==> src/hdl/vmf_pkg.sv <==
// vmf_pkg: constants, register indexes, direction codes and shared types
// for the six-neighbor majority fill block. No dependencies.
package vmf_pkg;

	localparam int MAX_X     = 256;
	localparam int MAX_Y     = 256;
	localparam int X_W       = $clog2(MAX_X);
	localparam int Y_W       = $clog2(MAX_Y);
	localparam int DEPTH     = 2 * MAX_X * MAX_Y;
	localparam int ADDR_W    = $clog2(DEPTH);

	localparam int LABEL_W   = 32;
	localparam int SIZE_XY_W = 9;
	localparam int SIZE_Z_W  = 16;
	localparam int FC_W      = 31;
	localparam int CFG_W     = 31;
	localparam int CFG_IDX_W = 3;
	localparam int DIR_W     = 3;
	localparam int NUM_NB    = 6;
	localparam int CNT_W     = 32;
	localparam int VOTE_W    = 3;

	localparam logic [CFG_IDX_W-1:0] REG_SIZE_X    = 3'd0;
	localparam logic [CFG_IDX_W-1:0] REG_SIZE_Y    = 3'd1;
	localparam logic [CFG_IDX_W-1:0] REG_SIZE_Z    = 3'd2;
	localparam logic [CFG_IDX_W-1:0] REG_CHECK_EN  = 3'd3;
	localparam logic [CFG_IDX_W-1:0] REG_MAX_FC    = 3'd4;

	localparam logic REQ_LABEL = 1'b0;
	localparam logic REQ_DRAIN = 1'b1;

	localparam logic [DIR_W-1:0] DIR_MZ   = 3'd0;
	localparam logic [DIR_W-1:0] DIR_MY   = 3'd1;
	localparam logic [DIR_W-1:0] DIR_MX   = 3'd2;
	localparam logic [DIR_W-1:0] DIR_PX   = 3'd3;
	localparam logic [DIR_W-1:0] DIR_PY   = 3'd4;
	localparam logic [DIR_W-1:0] DIR_PZ   = 3'd5;
	localparam logic [DIR_W-1:0] DIR_NONE = 3'd6;

	typedef logic [LABEL_W-1:0] label_t;
	typedef logic [ADDR_W-1:0]  addr_t;

	// neighbor labels and center of one decided voxel, indexed by direction
	typedef struct packed {
		logic [NUM_NB-1:0]          has_nb;
		label_t [NUM_NB-1:0]        nb;
		label_t                     orig;
		logic                       last;
	} cand_t;

endpackage

==> src/hdl/vmf_if.sv <==


interface vmf_out_if;
	import vmf_pkg::*;
	logic                      valid;
	logic                      ready;
	logic signed [LABEL_W-1:0] label_out;
	logic [DIR_W-1:0]          source_dir;
	logic                      was_bad;
	logic                      out_of_range;
	logic [CNT_W-1:0]          bad_total;
	logic [CNT_W-1:0]          fillable_total;
	logic                      last;

	modport source(output valid, output label_out, output source_dir, output was_bad,
		output out_of_range, output bad_total, output fillable_total, output last,
		input ready);
	modport sink(input valid, input label_out, input source_dir, input was_bad,
		input out_of_range, input bad_total, input fillable_total, input last,
		output ready);
endinterface

==> src/hdl/vmf_vote.sv <==
// vmf_vote: neighbor vote (compare stage, count and select stage), pass
// counters and the output register. Depends on vmf_pkg and vmf_if.
module vmf_vote (
	input  logic                      clk,
	input  logic                      arst_n,
	input  logic                      cand_valid,
	output logic                      cand_ready,
	input  vmf_pkg::cand_t            cand,
	input  logic                      check_enable,
	input  logic [vmf_pkg::FC_W-1:0]  max_fc,
	input  logic                      restart,
	vmf_out_if.source                 result
);
	import vmf_pkg::*;

	logic                            v_s2;
	label_t [NUM_NB-1:0]             nb_s2;
	logic [NUM_NB-1:0]               vote_s2;
	logic [NUM_NB-1:0][NUM_NB-1:0]   eq_s2;
	label_t                          orig_s2;
	logic                            bad_s2;
	logic                            oor_s2;
	logic                            last_s2;

	logic [NUM_NB-1:0]               vote_c;
	logic [NUM_NB-1:0][NUM_NB-1:0]   eq_c;
	logic                            bad_c;
	logic                            oor_c;

	logic [VOTE_W-1:0]               pc [NUM_NB];
	logic [VOTE_W-1:0]               best;
	logic [DIR_W-1:0]                win;
	logic                            found;
	label_t                          label_c;
	logic [DIR_W-1:0]                dir_c;
	logic [CNT_W-1:0]                bad_next;
	logic [CNT_W-1:0]                fill_next;

	logic                            out_v_q;
	label_t                          label_q;
	logic [DIR_W-1:0]                dir_q;
	logic                            was_bad_q;
	logic                            oor_q;
	logic [CNT_W-1:0]                bad_cnt_q;
	logic [CNT_W-1:0]                fill_cnt_q;
	logic [CNT_W-1:0]                bad_tot_q;
	logic [CNT_W-1:0]                fill_tot_q;
	logic                            last_q;

	logic                            out_rdy;
	logic                            s2_rdy;
	logic                            out_load;

	assign out_rdy    = !out_v_q || result.ready;
	assign s2_rdy     = !v_s2 || out_rdy;
	assign cand_ready = s2_rdy;
	assign out_load   = v_s2 && out_rdy;

	// compare stage: which neighbors vote and which earlier ones match
	always_comb begin
		for (int i = 0; i < NUM_NB; i++) begin
			vote_c[i] = cand.has_nb[i] && !cand.nb[i][LABEL_W-1];
			for (int j = 0; j < NUM_NB; j++) begin
				eq_c[i][j] = (j < i) && (cand.nb[i] == cand.nb[j]);
			end
		end
		bad_c = cand.orig[LABEL_W-1];
		oor_c = check_enable && !bad_c && (cand.orig[FC_W-1:0] >= max_fc);
	end

	always_ff @(posedge clk or negedge arst_n) begin
		if (!arst_n) begin
			v_s2 <= 1'b0;
		end else if (s2_rdy) begin
			v_s2 <= cand_valid;
		end
	end

	always_ff @(posedge clk) begin
		if (cand_valid && s2_rdy) begin
			nb_s2   <= cand.nb;
			vote_s2 <= vote_c;
			eq_s2   <= eq_c;
			orig_s2 <= cand.orig;
			bad_s2  <= bad_c;
			oor_s2  <= oor_c;
			last_s2 <= cand.last;
		end
	end

	// winner: earliest neighbor whose running count reaches the overall maximum
	always_comb begin
		logic [VOTE_W-1:0] acc;
		acc  = '0;
		best = '0;
		win  = DIR_NONE;
		for (int i = 0; i < NUM_NB; i++) begin
			acc = '0;
			if (vote_s2[i]) begin
				acc = VOTE_W'(1);
				for (int j = 0; j < i; j++) begin
					acc = acc + VOTE_W'(vote_s2[j] && eq_s2[i][j]);
				end
			end
			pc[i] = acc;
		end
		for (int i = 0; i < NUM_NB; i++) begin
			if (pc[i] > best) begin
				best = pc[i];
			end
		end
		for (int i = NUM_NB - 1; i >= 0; i--) begin
			if (vote_s2[i] && (pc[i] == best)) begin
				win = DIR_W'(i);
			end
		end
		found   = bad_s2 && (|vote_s2);
		dir_c   = found ? win : DIR_NONE;
		label_c = found ? nb_s2[win] : orig_s2;
		bad_next  = (bad_s2 && (bad_cnt_q != '1)) ? bad_cnt_q + 1'b1 : bad_cnt_q;
		fill_next = (found && (fill_cnt_q != '1)) ? fill_cnt_q + 1'b1 : fill_cnt_q;
	end

	always_ff @(posedge clk or negedge arst_n) begin
		if (!arst_n) begin
			out_v_q    <= 1'b0;
			bad_cnt_q  <= '0;
			fill_cnt_q <= '0;
		end else begin
			if (out_load) begin
				out_v_q <= 1'b1;
			end else if (result.ready) begin
				out_v_q <= 1'b0;
			end
			priority if (restart) begin
				bad_cnt_q  <= '0;
				fill_cnt_q <= '0;
			end else if (out_load && last_s2) begin
				bad_cnt_q  <= '0;
				fill_cnt_q <= '0;
			end else if (out_load) begin
				bad_cnt_q  <= bad_next;
				fill_cnt_q <= fill_next;
			end
		end
	end

	always_ff @(posedge clk) begin
		if (out_load) begin
			label_q    <= label_c;
			dir_q      <= dir_c;
			was_bad_q  <= bad_s2;
			oor_q      <= oor_s2;
			bad_tot_q  <= bad_next;
			fill_tot_q <= fill_next;
			last_q     <= last_s2;
		end
	end

	assign result.valid          = out_v_q;
	assign result.label_out      = $signed(label_q);
	assign result.source_dir     = dir_q;
	assign result.was_bad        = was_bad_q;
	assign result.out_of_range   = oor_q;
	assign result.bad_total      = bad_tot_q;
	assign result.fillable_total = fill_tot_q;
	assign result.last           = last_q;

endmodule

==> src/flat_wrapper.sv <==
// flat-port wrapper written by rule: the top's interface ports become plain ports
module vmf_vote_flat import vmf_pkg::*;
  (clk, arst_n, cand_valid, cand_ready, cand, check_enable, max_fc, restart, result_valid, result_label_out, result_source_dir, result_was_bad, result_out_of_range, result_bad_total, result_fillable_total, result_last, result_ready);
  vmf_out_if result_i ();
  input  logic clk;
  input  logic arst_n;
  input  logic cand_valid;
  output logic cand_ready;
  input  vmf_pkg::cand_t cand;
  input  logic check_enable;
  input  logic [vmf_pkg::FC_W-1:0] max_fc;
  input  logic restart;
  output wire logic [$bits(result_i.valid)-1:0] result_valid;
  output wire logic [$bits(result_i.label_out)-1:0] result_label_out;
  output wire logic [$bits(result_i.source_dir)-1:0] result_source_dir;
  output wire logic [$bits(result_i.was_bad)-1:0] result_was_bad;
  output wire logic [$bits(result_i.out_of_range)-1:0] result_out_of_range;
  output wire logic [$bits(result_i.bad_total)-1:0] result_bad_total;
  output wire logic [$bits(result_i.fillable_total)-1:0] result_fillable_total;
  output wire logic [$bits(result_i.last)-1:0] result_last;
  input wire logic [$bits(result_i.ready)-1:0] result_ready;
  assign result_valid = result_i.valid;
  assign result_label_out = result_i.label_out;
  assign result_source_dir = result_i.source_dir;
  assign result_was_bad = result_i.was_bad;
  assign result_out_of_range = result_i.out_of_range;
  assign result_bad_total = result_i.bad_total;
  assign result_fillable_total = result_i.fillable_total;
  assign result_last = result_i.last;
  assign result_i.ready = result_ready;
  vmf_vote u_core (.clk(clk), .arst_n(arst_n), .cand_valid(cand_valid), .cand_ready(cand_ready), .cand(cand), .check_enable(check_enable), .max_fc(max_fc), .restart(restart), .result(result_i));
endmodule
==> config.mk <==
export PLATFORM = sky130hd
export DESIGN_NAME = vmf_vote_flat
export DESIGN_NICKNAME = d
export VERILOG_FILES = /design/src/hdl/vmf_pkg.sv /design/src/hdl/vmf_if.sv /design/src/hdl/vmf_vote.sv /design/src/flat_wrapper.sv
export SDC_FILE = /design/constraint.sdc
export NUM_CORES = 1
export LEC_CHECK = 0
export BUFFER_PORTS_ARGS = -buffer_cell sky130_fd_sc_hd__buf_2
export CORE_ASPECT_RATIO = 0.5
export CORE_UTILIZATION = 40
export DETAILED_ROUTE_END_ITERATION = 6
export MAX_ROUTING_LAYER = met4
export PLACE_DENSITY_LB_ADDON = 0.25
export SYNTH_ARGS = -nofsm -noshare
export SYNTH_HDL_FRONTEND = slang
export SYNTH_SLANG_ARGS = --single-unit
==> constraint.sdc <==
create_clock -name clk -period 15.2 [get_ports clk]
set_input_delay 0 -clock clk [delete_from_list [all_inputs] [get_ports clk]]
set_output_delay 0 -clock clk [all_outputs]
set_load 0.01 [all_outputs]
==> impl_metrics.ini <==
[placement]
finalWeightedCongestion = 1.044
port_buffers = 371
hpwl_mm = 69.48

[global_route]
grt_use_met1_pct = 42.41
busiest_layer = met2
met3_usage_pct = 6.584
grt_use_total_pct = 31.50
grt_overflow = 0
grt_pass1_vias = 18180
met2_usage_pct = 47.50
antenna_found_initial = 4
grt_pass1_wl_mm = 133.1
grt_max_degree = 82

[worst_setup_path]
r2r-start = u_core.vote_s2[0]
r2r_end = u_core.result.label_out[26]
r2r_setup_slack_ps = 6630
crit_buf_inv = 2
critical_path_class = flip-flop to flip-flop
reg2reg_depth = 29
path_delay_family = compound AO/OA/AOI/OAI gates
worst-path-stages = 29
endpoint_kind = flip-flop
required_ps = 15530
worstPathArrival_ps = 8900
cp_slowest_cell = o21ai_4
crit_fanout = 42
start_kind = flip-flop
cpPeakStageDelay_ps = 830
crit_top_cell = ha_1

[clock_network]
numCtsBuffers = 40
clock_path_buffers = 3
post-cts-setup-buffers = 0
cts_sinks = 415
htreeDepth = 2
clk_latency_ps = 600
cts_tree = yes
clk_pin_slew_worst_paths_ps = 70
root_buffer = clkbuf_16

[floorplan]
start_util_pct = 40.74
core_area_mm2 = 0.05967
io-pin-count = 372
die_h_um = 176.3
die_area_mm2 = 0.06182
dieWidth_um = 350.6
rows = 63

[sta]
hold_viol = 0
min_period_ps = 8568
drv_slew = 0
tns_ps = 0
fin_crit_sh_pct = 56.37
setup_viol = 0
rsz0062_at_grt = false
skew_ps = 25.95
fmax_mhz = 116.7
worst_pin_slew_ps = 1262
slew_headroom_pct = 15.07

[power]
p_per_area_mw_per_mm2 = 117.7
peakVddDrop_mv = 0.1044
cellLeakagePower_uw = 0.01245

[synth]
synth_edf_count = 349
yosysWarnings = 0
syn-instance-count = 2125
async_reset_ff_share_pct = 15.90
syn_avg_cell_area_um2 = 11.44
ys.flop_type = edfxtp_1
synth_area_leaders = edfxtp_1 (43%), xor2_1 (18%), dfrtp_1 (6.8%), mux2i_1 (4.0%), nor4_1 (3.2%)
yosysSeqAreaShare_pct = 49.90
ys_ff_latch = 415
synth_top_area_cell = edfxtp_1
synth_most_common_cell = xor2_1
yosysTopAreaCellShare_pct = 43.11
synthTopCellsByCount = xor2_1 (506), edfxtp_1 (349), clkbuf_1 (184)
yosysUniqueCellTypes = 75
syn_nets = 2445
syn_area_mm2 = 0.02431

[routing]
antenna_left = 0
first_pass_iters = 5
vias = 18650
wl_mm = 94.90
wl_per_cell_um = 27.97
remaining_drc_errors = 0
drtIter0Drc = 1905
via_per_inst = 5.497

[min_path]
holdPathStages = 7
min_path_type = input port to flip-flop
hold_end = u_core.oor_s2
min-delay-start = max_fc[30]

[cells_and_area]
drive_gt1_share_pct = 19.15
multi_input_area_mm2 = 0.01098
syn_to_final_growth_pct = 23.42
fillers = 5253
nNetsFinal = 2867
seq_area_mm2 = 0.01213
fin_util_pct = 50.28

[outcome]
status = complete, no violations

[job]
maxCapViolCount = 0
==> report_power, final <==
part           total (uW)  switching (uW)  internal, uW
Clock                1040             469           571
Combinational        1120             676           439
Sequential           1380            35.4          1340
Total                3530            1180          2350
==> registers in the layout, summed over array words and instances (netlist names), 3 cells and up <==
signal,flops
u_core.fill_cnt_q,32
u_core.result.label_out,32
u_core.result.fillable_total,32
u_core.bad_cnt_q,32
u_core.vote_s2,6
u_core.orig_s2,31
u_core.result.bad_total,32
u_core.result.source_dir,3
u_core.nb_s2,192
u_core.eq_s2,15
==> per-layer routing <==
layer  vias to the layer above  share of wire [%]
li1                       8356                  -
met5                         -                  0
met1                      9268                 43
met3                       194                8.7
met4                         0                3.5
met2                       834                 45
==> cell families after synthesis <==
group / Yosys count / share of synthesized area [%]
buffers and inverters: 295 / 5.049
AND/OR/NAND/NOR: 466 / 10.22
flip-flops: 415 / 49.90
multiplexers: 100 / 4.220
other: 1 / 0.01543
adder cells (fa/ha/maj): 52 / 2.862
AO/OA/AOI/OAI: 248 / 7.988
XOR/XNOR: 548 / 19.74
==> per-stage QoR <==
step	std cells	area (um2)	worst slack [ps]	power [uW]	hold slack (ps)
floorplan	2125	24310	8309	2168	-295.6
global placement	3080	26290	6882	2436	178.3
detailed placement	3080	26290	6735	2445	180.3
CTS	3391	30000	6688	3531	95.63
global route	3393	30000	6147	3663	139.9
finish	3393	30000	6632	3532	151.8
==> timing repair <==
item                      CTS  global route
hold buffers              237             0
gates resized for setup     0             0
hold endpoints to repair  317             0
==> worst register-to-register path, delay by kind of cell, from the launching register on <==
kind	cells	cell delay, ps
and+or+nand+nor	6	1270
buffers and inverters	2	860
xor gates and xnor gates	1	160
DFF	1	550
muxes	2	740
AOI/OAI and AO/OA	14	3610
adders and majority gates	4	1140
==> placed cells by master (no fill, tap or decap), types with 6 or more instances in the layout <==
| master | synthesis | routed |
|---|---|---|
| ha_1 | 46 | 46 |
| buf_2 | 2 | 371 |
| dlygate4sd3_1 | 0 | 237 |
| dfrtp_1 | 66 | 66 |
| xor2_1 | 506 | 506 |
| a21oi_1 | 15 | 15 |
| a211o_1 | 31 | 31 |
| mux2i_1 | 98 | 98 |
| nor2_1 | 95 | 94 |
| a22o_1 | 31 | 31 |
| nand3_1 | 41 | 41 |
| clkinv_2 | 0 | 10 |
| o22ai_2 | 17 | 16 |
| o31ai_1 | 21 | 21 |
| o21a_1 | 13 | 13 |
| nand4_1 | 47 | 47 |
| fa_1 | 6 | 6 |
| nand2_1 | 75 | 75 |
| xnor2_1 | 42 | 42 |
| o21ai_0 | 45 | 45 |
| buf_4 | 7 | 14 |
| o22ai_1 | 18 | 18 |
| nor4_1 | 125 | 125 |
| edfxtp_1 | 349 | 349 |
| and4_1 | 8 | 8 |
| inv_1 | 52 | 51 |
| clkbuf_1 | 184 | 6 |
| nor2b_1 | 15 | 15 |
| clkbuf_16 | 0 | 41 |
| and2_1 | 14 | 13 |
| a21o_1 | 19 | 19 |
| and3_1 | 19 | 19 |
==> cell type report <==
cell class                      count  share of cell area (%)
Multi-Input combinational cell   1415                   36.60
Clock inverter                     27                  0.9550
Tap cell                          812                   3.386
Clock buffer                       47                   3.495
Timing Repair Buffer              622                   14.45
Sequential cell                   415                   40.43
Inverter                           53                  0.6714
Antenna cell                        2                 0.01668
==> worst max path at each step <==
stage                   startpoint                     endpoint  slack, ps
6_report         u_core.vote_s2[0]  u_core.result.label_out[26]       6630
4_1_cts          u_core.vote_s2[0]  u_core.result.label_out[21]       6690
5_1_grt          u_core.vote_s2[0]  u_core.result.label_out[11]       6150
3_5_place_dp     u_core.vote_s2[0]  u_core.result.label_out[20]       6730
3_3_place_gp     u_core.vote_s2[0]  u_core.result.label_out[28]       6880
2_1_floorplan  u_core.result.valid                u_core.bad_s2       8310
Note: power is estimated with default switching activity, not from simulation.
